`config.mk`:
```
export PLATFORM = sky130hd
export DESIGN_NAME = bli_ctrl
export DESIGN_NICKNAME = d
export VERILOG_FILES = /design/src/rtl/core/bli_pkg.sv /design/src/rtl/core/bli_ctrl.sv
export VERILOG_INCLUDE_DIRS = /design/src /design/src/rtl/core
export SDC_FILE = /design/constraint.sdc
export NUM_CORES = 1
export LEC_CHECK = 0
export BUFFER_PORTS_ARGS = -buffer_cell sky130_fd_sc_hd__buf_2
export CAP_MARGIN = 20
export CORE_MARGIN = 5
export CORE_UTILIZATION = 30
export DETAILED_ROUTE_END_ITERATION = 7
export PLACE_DENSITY = 0.53
export RECOVER_POWER = 100
export SETUP_SLACK_MARGIN = 0.02
export SLEW_MARGIN = 20
export SYNTH_ARGS = -nofsm -noshare
export SYNTH_HDL_FRONTEND = slang
export SYNTH_SLANG_ARGS = --single-unit
export TNS_END_PERCENT = 50
```
`constraint.sdc`:
```
create_clock -name clk -period 1.8 [get_ports clk]
set_clock_uncertainty 0.1 [all_clocks]
set_input_delay 0.18 -clock clk [delete_from_list [all_inputs] [get_ports clk]]
set_output_delay 0.18 -clock clk [all_outputs]
set_load 0.01 [all_outputs]
```
`src/rtl/core/bicubic_lagrange_interpolator_top_macros.svh`:
```
// assertion macros used by the interpolator controller
`ifndef BICUBIC_LAGRANGE_INTERPOLATOR_TOP_MACROS_SVH
`define BICUBIC_LAGRANGE_INTERPOLATOR_TOP_MACROS_SVH

// same-cycle implication, sampled on clk, off while arst_n is low
`define BLI_ASSERT_NOW(name, ante, cons, msg) \
	name: assert property (@(posedge clk) disable iff (!arst_n) (ante) |-> (cons)) \
		else $error(msg);

// next-cycle implication, sampled on clk, off while arst_n is low
`define BLI_ASSERT_NEXT(name, ante, cons, msg) \
	name: assert property (@(posedge clk) disable iff (!arst_n) (ante) |=> (cons)) \
		else $error(msg);

`endif

```
`src/rtl/core/bli_pkg.sv`:
```
// shared constants, types and control structs of the bicubic interpolator
`default_nettype none

package bli_pkg;

	// field sizes
	localparam int SAMPLE_BITS  = 16;
	localparam int FRAC_BITS    = 12;
	localparam int WEIGHT_BITS  = 14;
	localparam int TAPS         = 4;
	localparam int ROW_IDX_BITS = 2;
	localparam int PIX_BITS     = 17;

	// datapath widths
	localparam int W_BITS    = WEIGHT_BITS + 2;
	localparam int ROW_BITS  = SAMPLE_BITS + W_BITS;
	localparam int TERM_BITS = ROW_BITS + W_BITS;
	localparam int ACC_BITS  = TERM_BITS + 2;
	localparam int PIX_SHIFT = 2 * WEIGHT_BITS;
	localparam int RND_BITS  = ACC_BITS - PIX_SHIFT;

	// basis polynomial widths
	localparam int OP_BITS    = FRAC_BITS + 2;
	localparam int PROD1_BITS = 2 * OP_BITS;
	localparam int PROD2_BITS = PROD1_BITS + OP_BITS;
	localparam int NUM_BITS   = PROD2_BITS + 2;
	localparam int RND_SHIFT  = 3 * FRAC_BITS - WEIGHT_BITS;
	localparam int Q_BITS     = NUM_BITS - RND_SHIFT;

	// divide by six through a reciprocal multiply
	localparam int X_BITS        = WEIGHT_BITS + 5;
	localparam int RCP_SHIFT     = X_BITS + 6;
	localparam int RCP_MUL       = (1 << RCP_SHIFT) / 6 + 1;
	localparam int RCP_MUL_BITS  = RCP_SHIFT - 2;
	localparam int RCP_PROD_BITS = X_BITS + RCP_MUL_BITS;
	localparam int WGT_OFFS      = 1 << (WEIGHT_BITS - 2);
	localparam int RCP_OFFS      = 6 * WGT_OFFS;

	// cycles from a new fraction to settled weights
	localparam int BASIS_LAT = 5;
	localparam int CNT_BITS  = $clog2(BASIS_LAT);

	typedef logic signed [SAMPLE_BITS-1:0] smp_t;
	typedef logic signed [W_BITS-1:0]      wgt_t;
	typedef logic        [FRAC_BITS-1:0]   frac_t;
	typedef logic        [ROW_IDX_BITS-1:0] row_idx_t;
	typedef logic signed [ROW_BITS-1:0]    row_t;
	typedef logic signed [PIX_BITS-1:0]    pix_t;

	localparam row_idx_t ROW_FIRST = row_idx_t'(0);
	localparam row_idx_t ROW_LAST  = row_idx_t'(TAPS - 1);

	// controller to datapath commands
	typedef struct packed {
		logic capture;
		logic mul_en;
		logic row_wr;
		logic ymul_en;
		logic ysum_en;
		logic out_load;
	} cmd_t;

	// datapath to controller status
	typedef struct packed {
		logic row_zero_in;
		logic row_last;
	} stat_t;

endpackage

`default_nettype wire

```
`src/rtl/core/bli_ctrl.sv`:
```
// sequencer for reset warm-up, row intake, weight settling, y pass and pixel output
`default_nettype none

`include "bicubic_lagrange_interpolator_top_macros.svh"

module bli_ctrl import bli_pkg::*; (
	input  wire logic  clk,
	input  wire logic  arst_n,
	input  wire logic  rows_valid,
	output logic       rows_ready,
	output logic       pix_valid,
	input  wire logic  pix_ready,
	input  wire stat_t stat,
	output cmd_t       cmd
);

	typedef enum logic [7:0] {
		ST_WARM = 8'b0000_0001,
		ST_IDLE = 8'b0000_0010,
		ST_WGT  = 8'b0000_0100,
		ST_MUL  = 8'b0000_1000,
		ST_ROW  = 8'b0001_0000,
		ST_YMUL = 8'b0010_0000,
		ST_YSUM = 8'b0100_0000,
		ST_SAT  = 8'b1000_0000
	} state_t;

	localparam logic [CNT_BITS-1:0] CNT_LOAD = CNT_BITS'(BASIS_LAT - 1);

	state_t              state_q, state_d;
	logic [CNT_BITS-1:0] cnt_q, cnt_d;
	logic                out_valid_q;

	// next state and commands
	always_comb begin
		state_d    = state_q;
		cnt_d      = cnt_q;
		cmd        = '0;
		rows_ready = 1'b0;
		case (state_q)
			ST_WARM: begin
				if (cnt_q == '0) begin
					state_d = ST_IDLE;
				end else begin
					cnt_d = cnt_q - 1'b1;
				end
			end
			ST_IDLE: begin
				rows_ready = 1'b1;
				if (rows_valid) begin
					cmd.capture = 1'b1;
					if (stat.row_zero_in) begin
						state_d = ST_WGT;
						cnt_d   = CNT_LOAD;
					end else begin
						state_d = ST_MUL;
					end
				end
			end
			ST_WGT: begin
				if (cnt_q == '0) begin
					state_d = ST_MUL;
				end else begin
					cnt_d = cnt_q - 1'b1;
				end
			end
			ST_MUL: begin
				cmd.mul_en = 1'b1;
				state_d    = ST_ROW;
			end
			ST_ROW: begin
				cmd.row_wr = 1'b1;
				state_d    = stat.row_last ? ST_YMUL : ST_IDLE;
			end
			ST_YMUL: begin
				cmd.ymul_en = 1'b1;
				state_d     = ST_YSUM;
			end
			ST_YSUM: begin
				cmd.ysum_en = 1'b1;
				state_d     = ST_SAT;
			end
			ST_SAT: begin
				if (!out_valid_q || pix_ready) begin
					cmd.out_load = 1'b1;
					state_d      = ST_IDLE;
				end
			end
			default: begin
				state_d = ST_IDLE;
			end
		endcase
	end

	// state and settle counter
	always_ff @(posedge clk or negedge arst_n) begin
		if (!arst_n) begin
			state_q <= ST_WARM;
			cnt_q   <= CNT_LOAD;
		end else begin
			state_q <= state_d;
			cnt_q   <= cnt_d;
		end
	end

	// output request flag
	always_ff @(posedge clk or negedge arst_n) begin
		if (!arst_n) begin
			out_valid_q <= 1'b0;
		end else if (cmd.out_load) begin
			out_valid_q <= 1'b1;
		end else if (pix_ready) begin
			out_valid_q <= 1'b0;
		end
	end

	assign pix_valid = out_valid_q;

	`BLI_ASSERT_NOW(a_load_free, cmd.out_load, !out_valid_q || pix_ready, "pixel overwritten")
	`BLI_ASSERT_NEXT(a_busy_after_req, rows_valid && rows_ready, !rows_ready, "row taken twice")
	`BLI_ASSERT_NEXT(a_last_row_ypass, cmd.row_wr && stat.row_last, cmd.ymul_en, "no y pass")
	`BLI_ASSERT_NEXT(a_wgt_to_mul, (state_q == ST_WGT) && (cnt_q == '0), cmd.mul_en, "no row mul")

endmodule

`default_nettype wire

```
Word-level counts from Yosys, hierarchy flattened. Cells that the tools add are included.

Bits of input ports: 6. Logic and storage cells: 48. Register bits after elaboration: 12. Output and inout port bits: 8.

Add/subtract/negate cells: 1. Mux-type cells: 22. Reductions and logical operators: 8. Equality and inequality tests: 14.

Operators by type and width (count): 8-bit one-hot mux with 8 select lines (1); 8-bit two-way mux (4); 2-bit inequality test (second input constant) (6); 1-bit two-way mux (11); 3-bit two-way mux (3); 8-bit by 1-bit equality test with 1-bit output (second input constant) (1); 8-bit by 2-bit equality test with 1-bit output (second input constant) (1); 8-bit by 3-bit equality test with 1-bit output (second input constant) (1); 8-bit by 4-bit equality test with 1-bit output (second input constant) (1); 8-bit by 5-bit equality test with 1-bit output (second input constant) (1); 8-bit by 6-bit equality test with 1-bit output (second input constant) (1); 8-bit by 7-bit equality test with 1-bit output (second input constant) (1); 8-bit equality test (second input constant) (1); 4-bit AND reduction (2); 6-bit two-way mux (1); 3-bit one-hot mux with 2 select lines (1); 4-bit two-way mux (1); 2-bit nonzero test (2); 3-bit zero test (1); 3-bit by 1-bit subtractor with 3-bit output (second input constant) (1); 2-bit OR reduction (1); 1-bit zero test (1); 1-bit logical OR (1).

Logic depth before layout (Yosys ltp). Gate-level depths: netlist of the first run.

Depth after elaboration: 5. Mapped depth: 6. Gate-level depth less buffers: 6.

Worst setup path before layout of the first run. OpenSTA, ideal clock, no wires.

Path kind: register to output. Start point: register state_q[3]. End point: output cmd[5] in the netlist's numbering. Cell stages (with the launch flop): 6. Required time: 1520 ps. Path buffers: 2. Arrival time: 1473 ps. Setup slack: 47 ps. Cell sequence: dfrtp_1 buf_6 or4b_1 buf_2 nor2_1 and2_1.

RTL lines: from (decl) (line bli_ctrl.sv:30) `state_t state_q, state_d;`; from (signal assigned) (line bli_ctrl.sv:101) `state_q <= state_d;`; to (decl) (line bli_ctrl.sv:14) `output cmd_t cmd`.

==> results.toml, run 1 <==
[outcome]
status = "finished with violations"
failed_checks = "setup timing"

[sta]
tightest_slew_ns = 0.694
setup_viol = 3
drv_slew = 0
min_period_ns = 1.84
rsz0062_at_grt = "true"
fin_crit_sh_pct = 102
tns_ns = -0.0553
final-hold-violation-count = 0
max_slew_margin_pct = 53.7
fmax_mhz = 545
timing.final.ws_setup_ns = -0.0353
timing.hold.ws_ns = 0.0535

[synthesis]
syn_area_um2 = 812
syn_inst = 83
syn_nets = 91
ys_seq_area_share_pct = 37.3
synth-warning-count = 0
synth_cell_types = 38
syn_avg_cell_area_um2 = 9.78
ys_ff_latch = 12

[clock_tree]
cts.sinks = 12
cts_buffers = 3
cts.clk_slew.worst_paths_ns = 0.06
cts_root_buf = "clkbuf_4"
clock_path_buffers = 2
cts_tree = "done"
cts-htree-levels = 1
clock_latency_ns = 0.27

[route]
dr_total_vias = 727
dr.pass1.iters = 4
via_per_inst = 5.23
drt_iter0_markers = 27
wire_per_inst_um = 13.7
routed_wirelength_um = 1900
antenna_left = 0
drc = 0

[worst_setup_path]
path_cells = "or4b_4, nor2_4, and2_4, buf_6"
slowest_delay_ns = 0.56
worstPathArrival_ns = 1.56
cp-start-kind = "flop"
critPathSlowestCell = "or4b_4"
critical_path_required_ns = 1.52
crit_family = "simple AND/OR/NAND/NOR gates"
reg2reg_slack_ns = 0
worstPathMaxFanout = 3
crit_path_end_kind = "output port"
worstSetupPathType = "flop to output port"
crit_buf_inv = 1

[die]
coreArea_um2 = 2520
die-width_um = 62.0
start_util_pct = 32.2
rows = 18
pin_count = 14
die_y_um = 62.0
dieArea_um2 = 3850

[global_route]
gr-usage-met3_pct = 5.17
antenna_found_initial = 0
grt_max_degree = 13
grt_pass1_wl_um = 3260
grt_pass1_vias = 739
gr-usage-met1_pct = 13.3
busiest_layer = "met2"
track_usage_pct = 11.7
grt_overflow = 0
gr-usage-met2_pct = 20.0

[power_and_ir_drop]
total_power_mw = 1.54
p_switching_uw = 607
power.share.sequential_pct = 27.4
combPwrFrac_pct = 62.0
p_per_area_nw_per_um2 = 1450
pwr-share-clk_pct = 10.6
p_sw_share_pct = 39.4
power.leakage_nw = 0.517
ir_worst_vdd_v = 0.000673
power.internal_uw = 933

[cells_and_area]
finalNetCount = 119
area_delta_synth_final_pct = 30.5
drive_gt1_share_pct = 39.4
diodes = 0
design_area_um2 = 1060

[place]
place.gp.congestion = 0.782
hpwlAfterDp_um = 1380
pre_cts_ws_ns = 0.0812
portBuffers = 13
placed_area_um2 = 932

[run]
drv_cap = 0

[worst_hold_path]
worstHoldPathType = "input pin to flop"
-- logic make-up after synthesis --
| group | count (synthesis) | share of synthesized area (%) |
|---|---|---|
| xor gates and xnor gates | 3 | 3.24 |
| adders and majority gates | 2 | 3.08 |
| buffers and inverters | 9 | 6.63 |
| muxes | 2 | 2.47 |
| and+or+nand+nor | 40 | 33.9 |
| DFF | 12 | 37.3 |
| AOI/OAI and AO/OA | 15 | 13.4 |
-- synth_stat cells --
cell type	count	area, µm²
dfrtp_1	10	250
nor2_1	7	26.3
nand2_1	6	22.5
and4b_1	5	50.1
inv_1	5	18.8
nand3_1	4	20.0
a21oi_1	3	15.0
and2_1	2	12.5
buf_6	2	22.5
dfstp_2	2	52.6
ha_1	2	25.0
mux2i_1	2	20.0
nor2b_1	2	12.5
nor3_1	2	10.0
nor4_4	2	42.5
o21a_1	2	15.0
o21ai_0	2	10.0
o32ai_1	2	17.5
xor2_1	2	17.5
a32oi_1	1	8.76
and2b_2	1	8.76
buf_2	1	5.00
buf_4	1	7.51
nand2b_1	1	6.26
nand4b_1	1	8.76
nor2_2	1	6.26
nor4_1	1	6.26
nor4bb_1	1	10.0
o2111ai_1	1	8.76
o21ai_1	1	5.00
o22ai_1	1	6.26
o22ai_2	1	12.5
o32a_1	1	10.0
or2_2	1	6.26
or2b_2	1	8.76
or4_1	1	7.51
or4b_1	1	10.0
xnor2_1	1	8.76
-- worst paths after layout --
path                            startpoint         end  depth (start not counted)
worst max-delay path            state_q[2]      cmd[5]                          4
worst min-delay path               stat[0]  state_q[5]                          2
worst max register to register  state_q[3]  state_q[1]                          6
worst min register to register    cnt_q[2]    cnt_q[2]                          2
max in group asynchronous           arst_n  state_q[5]                          2
min in group asynchronous           arst_n   pix_valid                          2
-- cell usage in the layout (no fill, tap or decap), types with 3 or more instances in the layout --
master    instances
nor2_1            5
inv_1             5
and4b_1           5
clkbuf_4          3
a21oi_1           3
buf_6             3
dfrtp_1           8
buf_2             9
buf_4            12
nand3_1           3
nand2_1           6
-- power by group through the flow --
stage	clock (mW)	combinational, mW	sequential (mW)
finish	0.163	0.956	0.422
global route	0.192	1.05	0.430
CTS	0.174	0.908	0.414
detailed placement	0	0.781	0.416
global placement	0	0.783	0.411
floorplan	0	0.616	0.385
-- repair_timing --
item                                    CTS  global route
hold endpoints to repair                 12             0
setup buffers                             4             2
hold buffers                              1             0
pin swaps                                 4             5
gates resized for setup                   7             6
endpoints found under the setup margin    7            11
-- registers in the layout, summed over array words and instances (netlist names) --
register,count
cnt_q,3
pix_valid,1
state_q,8
-- layer usage --
metal	wire, µm	vias up	part of all wire (%)
met5	0	-	0
met4	13	0	0.68
met3	130	2	6.8
met2	943	22	50
met1	812	344	43
li1	-	359	-
-- area by class of cell --
class	instances	area, µm²
Clock buffer	3	22.5
Fill cell	254	1460
Inverter	5	18.8
Multi-Input combinational cell	62	489
Sequential cell	12	305
Tap cell	30	37.5
Timing Repair Buffer	27	186
-- stage by stage --
stage,instances,utilization (%)
finish,139,42.0
global route,139,42.0
CTS,137,40.4
detailed placement,129,37.0
global placement,129,37.0
floorplan,83,-
Note: power is estimated with default switching activity, not from simulation.
==> run 2: changes to the inputs <==
Settings changed: CORE_MARGIN 5 to 2, CTS_CLUSTER_DIAMETER set to 120.
==> results.toml, run 2 (synthesis results as in run 1) <==
[clock_tree]
cts_root_buf = "clkbuf_4"
clock_latency_ns = 0.27
cts.sinks = 12
cts-htree-levels = 1
clock_path_buffers = 2
cts.clk_slew.worst_paths_ns = 0.08
cts_buffers = 3
cts_tree = "done"

[cells_and_area]
finalNetCount = 116
diodes = 0
drive_gt1_share_pct = 38.3
top_register = "state_q"
final_cell_mix = "11 x buf_2, 8 x dfrtp_1, 8 x buf_4"
area_delta_synth_final_pct = 26.8
layout_commonest_cell = "buf_2"
fin_cells = 137
utilization_pct = 40.8
largest_reg_flops = 8

[worst_setup_path]
path_cells = "buf_6, nor4_4, buf_4, and4b_1, buf_2"
critPathSlowestCell = "dfrtp_1"
slowest_delay_ns = 0.40
worstPathMaxFanout = 5
cp-start-kind = "flop"
crit_path_end_kind = "output port"
r2r-end = "state_q[1]"
critical_path_required_ns = 1.52
worstPathArrival_ns = 1.59
worstSetupPathType = "flop to output port"
reg2reg_slack_ns = 0.01
r2r_cells = 6
r2r_start = "state_q[3]"

[place]
portBuffers = 13
pre_cts_ws_ns = 0.0919
hpwlAfterDp_um = 1330
dpl.cell_count = 127
place.gp.congestion = 0.886

[power_and_ir_drop]
p_switching_uw = 586
pwr-share-clk_pct = 14.6
p_per_area_nw_per_um2 = 1460
power.leakage_nw = 0.506
power.internal_uw = 913
p_sw_share_pct = 39.1
power.share.sequential_pct = 27.5
total_power_mw = 1.50
ir_worst_vdd_v = 0.000857
combPwrFrac_pct = 57.9

[die]
pin_count = 14
rows = 18
die-width_um = 56.0
start_util_pct = 32.2
die_y_um = 56.0
coreArea_um2 = 2520
dieArea_um2 = 3140

[outcome]
failed_checks = "setup timing"
status = "finished with violations"

[route]
dr_total_vias = 722
routed_wirelength_um = 1820
wire_per_inst_um = 13.3
drc = 0
drt_iter0_markers = 22
antenna_left = 0
via_per_inst = 5.27
dr.pass1.iters = 4

[global_route]
grt_overflow = 0
grt_max_degree = 13
grt_pass1_vias = 702
antenna_found_initial = 0
track_usage_pct = 12.2
grt_pass1_wl_um = 3060

[sta]
timing.hold.ws_ns = 0.0345
tightest_slew_ns = 0.682
min_period_ns = 1.87
fmax_mhz = 535
timing.final.ws_setup_ns = -0.0704
drv_slew = 0
fin_crit_sh_pct = 104
final-hold-violation-count = 0
max_slew_margin_pct = 54.5
rsz0062_at_grt = "true"
setup_viol = 5

[run]
drv_cap = 0

[worst_hold_path]
holdPathStages = 2
hold_path_end = "state_q[5]"
worstHoldPathType = "input pin to flop"
hold_start = "stat[0]"
## run 2: worst max path at each step
stage            endpoint  slack (ns)  cells after the start        from
6_report           cmd[2]       -0.07                      5  state_q[3]
5_1_grt            cmd[2]       -0.14                      5  state_q[3]
4_1_cts            cmd[0]       -0.06                      5  state_q[3]
3_5_place_dp   state_q[1]        0.09                      5  state_q[2]
3_3_place_gp   state_q[1]        0.05                      5  state_q[2]
2_1_floorplan      cmd[5]        0.05                      5  state_q[3]
## run 2: area by class of cell
type                       count  area [µm²]
inverter                       5        18.8
fill                         249        1490
timing repair buffer          24         155
sequential                    12         305
tap                           30        37.5
clock buffer                   4        36.3
multi-input combinational     62         477
## run 2: critical path, delay by kind of cell, from the launching register on
family,cells,cell delay [ns]
AND/OR/NAND/NOR,2,0.49
flip-flops,1,0.40
buffers and inverters,3,0.43
## run 2: what timing repair did
action / in CTS / in global routing
hold endpoints to repair: 12 / 0
pin swaps: 4 / 2
buffers inserted: 4 / 1
setup endpoints to repair: 7 / 10
hold buffers: 1 / 0
resized for setup: 5 / 4
## run 2: routing by layer
metal | track usage, % | share of wire (%)
met1 | 16.4 | 46
met2 | 18.7 | 45
met3 | 2.09 | 6.6
met4 | 5.78 | 1.8
met5 | 0 | 0
## run 2: power groups by stage
stage	logic (mW)	clock network, mW	registers [mW]
floorplan	0.616	0	0.385
global placement	0.746	0	0.409
detailed placement	0.743	0	0.412
CTS	0.839	0.225	0.412
global route	0.962	0.239	0.424
finish	0.868	0.219	0.413
## run 2: stage by stage
step                cell area [µm²]  TNS [ns]
floorplan                       812         0
global placement                917         0
detailed placement              917         0
CTS                            1010    -0.192
global route                   1030    -0.644
finish                         1030    -0.150
==> run 3: changes to the inputs <==
Settings changed: CORE_UTILIZATION 30 to 45, PLACE_DENSITY 0.53 to 0.72.
Clock period 1.8 ns to 1.7 ns, I/O delays scaled along.
==> results.toml, run 3 (synthesis results as in run 1) <==
[outcome]
status = "finished with violations"
failed_checks = "setup timing"

[place]
portBuffers = 13
place.gp.congestion = 0.769
hpwlAfterDp_um = 1270
pre_cts_ws_ns = -0.0466

[sta]
min_period_ns = 1.95
setup_viol = 9
rsz0062_at_grt = "true"
max_slew_margin_pct = 54.7
timing.final.ws_setup_ns = -0.252
timing.hold.ws_ns = 0.0145
final-hold-violation-count = 0
tightest_slew_ns = 0.680
drv_slew = 0
tns_ns = -1.37
fmax_mhz = 512
fin_crit_sh_pct = 115

[clock_tree]
cts_root_buf = "clkbuf_4"
cts-htree-levels = 1
clock_path_buffers = 2
cts_tree = "done"
cts.clk_slew.worst_paths_ns = 0.08
cts_buffers = 3
cts.sinks = 12
clock_latency_ns = 0.29

[die]
rows = 15
pin_count = 14
coreArea_um2 = 1710
die_y_um = 46.5
start_util_pct = 47.5
die-width_um = 46.5
dieArea_um2 = 2160

[cells_and_area]
num-fill-cells = 128
final_cell_mix = "15 x buf_4, 9 x buf_2, 8 x dfrtp_1"
top_register = "state_q"
area_delta_synth_final_pct = 41.1
utilization_pct = 67.1
finalNetCount = 124
layout_commonest_cell = "buf_4"
register_area_um2 = 305
diodes = 0
drive_gt1_share_pct = 47.8
multi_input_area_um2 = 523
largest_reg_flops = 8

[worst_hold_path]
hold_start = "stat[0]"
worstHoldPathType = "input pin to flop"

[power_and_ir_drop]
power.share.sequential_pct = 24.4
total_power_mw = 1.84
power.internal_mw = 1.10
p_switching_uw = 740
combPwrFrac_pct = 62.5
p_per_area_nw_per_um2 = 1600
p_sw_share_pct = 40.3
pwr-share-clk_pct = 13.1
ir_worst_vdd_v = 0.000897
power.leakage_nw = 0.557

[worst_setup_path]
crit_family = "buffers and inverters"
critPathSlowestCell = "dfrtp_1"
worstPathArrival_ns = 1.68
path_cells = "buf_6, nor4_4, buf_4, nand4b_1, inv_1, buf_2"
r2r_start = "state_q[3]"
crit_path_end_kind = "output port"
cp-start-kind = "flop"
timing.critical_path.from = "state_q[3]"
critical_path_required_ns = 1.43
worstPathMaxFanout = 7
slowest_delay_ns = 0.42
worstSetupPathType = "flop to output port"
reg2reg_slack_ns = -0.15
crit_buf_inv = 4

[global_route]
grt_pass1_wl_um = 3220
track_usage_pct = 21.9
grt_max_degree = 13
grt_overflow = 0
antenna_found_initial = 0
grt_pass1_vias = 727

[route]
dr.pass1.iters = 4
wire_per_inst_um = 15.9
antenna_left = 0
via_per_inst = 5.64
routed_wirelength_um = 2220
drt_iter0_markers = 16
dr_total_vias = 789
drc = 0

[run]
drv_cap = 0
## run 3: cell types whose count changed in the layout (fill, tap and decap cells not counted), moves of 2 or more
cell / delta
buf_4: +7
nor2_2: -2
buf_6: +3
o32ai_1: -2
nor2_4: +2
buf_2: -2
o32ai_2: +2
## run 3: routing by layer
layer	wire length [µm]	global-route usage, %
met5	0	0
met4	79	13.7
met3	106	5.49
met2	1050	33.9
met1	992	26.8
## run 3: per-stage QoR
step | cells | area, µm²
3_5_place_dp | 126 | 943
4_1_cts | 139 | 1070
5_1_grt | 140 | 1150
6_report | 140 | 1150
2_1_floorplan | 83 | 815
3_3_place_gp | 126 | 943
## run 3: power groups by stage
stage	clock [mW]	sequential [mW]	combinational (mW)
detailed placement	0	0.436	0.829
global route	0.259	0.456	1.26
floorplan	0	0.408	0.659
CTS	0.243	0.438	0.971
global placement	0	0.432	0.808
finish	0.241	0.449	1.15
## run 3: cell type report
cell class	count	share of cell area [%]
Tap cell	25	2.73
Timing Repair Buffer	32	20.2
Clock buffer	4	3.17
Inverter	5	1.64
Sequential cell	12	26.6
Multi-Input combinational cell	62	45.6
## run 3: repair_timing
| item | 4_1_cts | 5_1_grt |
|---|---|---|
| gates resized for setup | 6 | 13 |
| setup buffers | 8 | 2 |
| setup endpoints to repair | 11 | 13 |
| endpoints found under the hold margin | 12 | 0 |
| pin swaps | 7 | 7 |
| hold buffers | 1 | 0 |
## run 3: path summary, 6_finish.rpt
| kind | end | cells past startpoint |
|---|---|---|
| max | cmd[1] | 6 |
| min | state_q[5] | 2 |
| max reg2reg | state_q[1] | 7 |
| min reg2reg | cnt_q[0] | 2 |
| max in group asynchronous | state_q[5] | 2 |
| min in group asynchronous | pix_valid | 2 |
## run 3: worst reg2reg max path: cells and delay by family, from the launching register on
kind / cells / cell delay, ns
compound gates: 2 / 0.32
buf+inv: 3 / 0.50
flops: 1 / 0.42
simple gates: 2 / 0.40
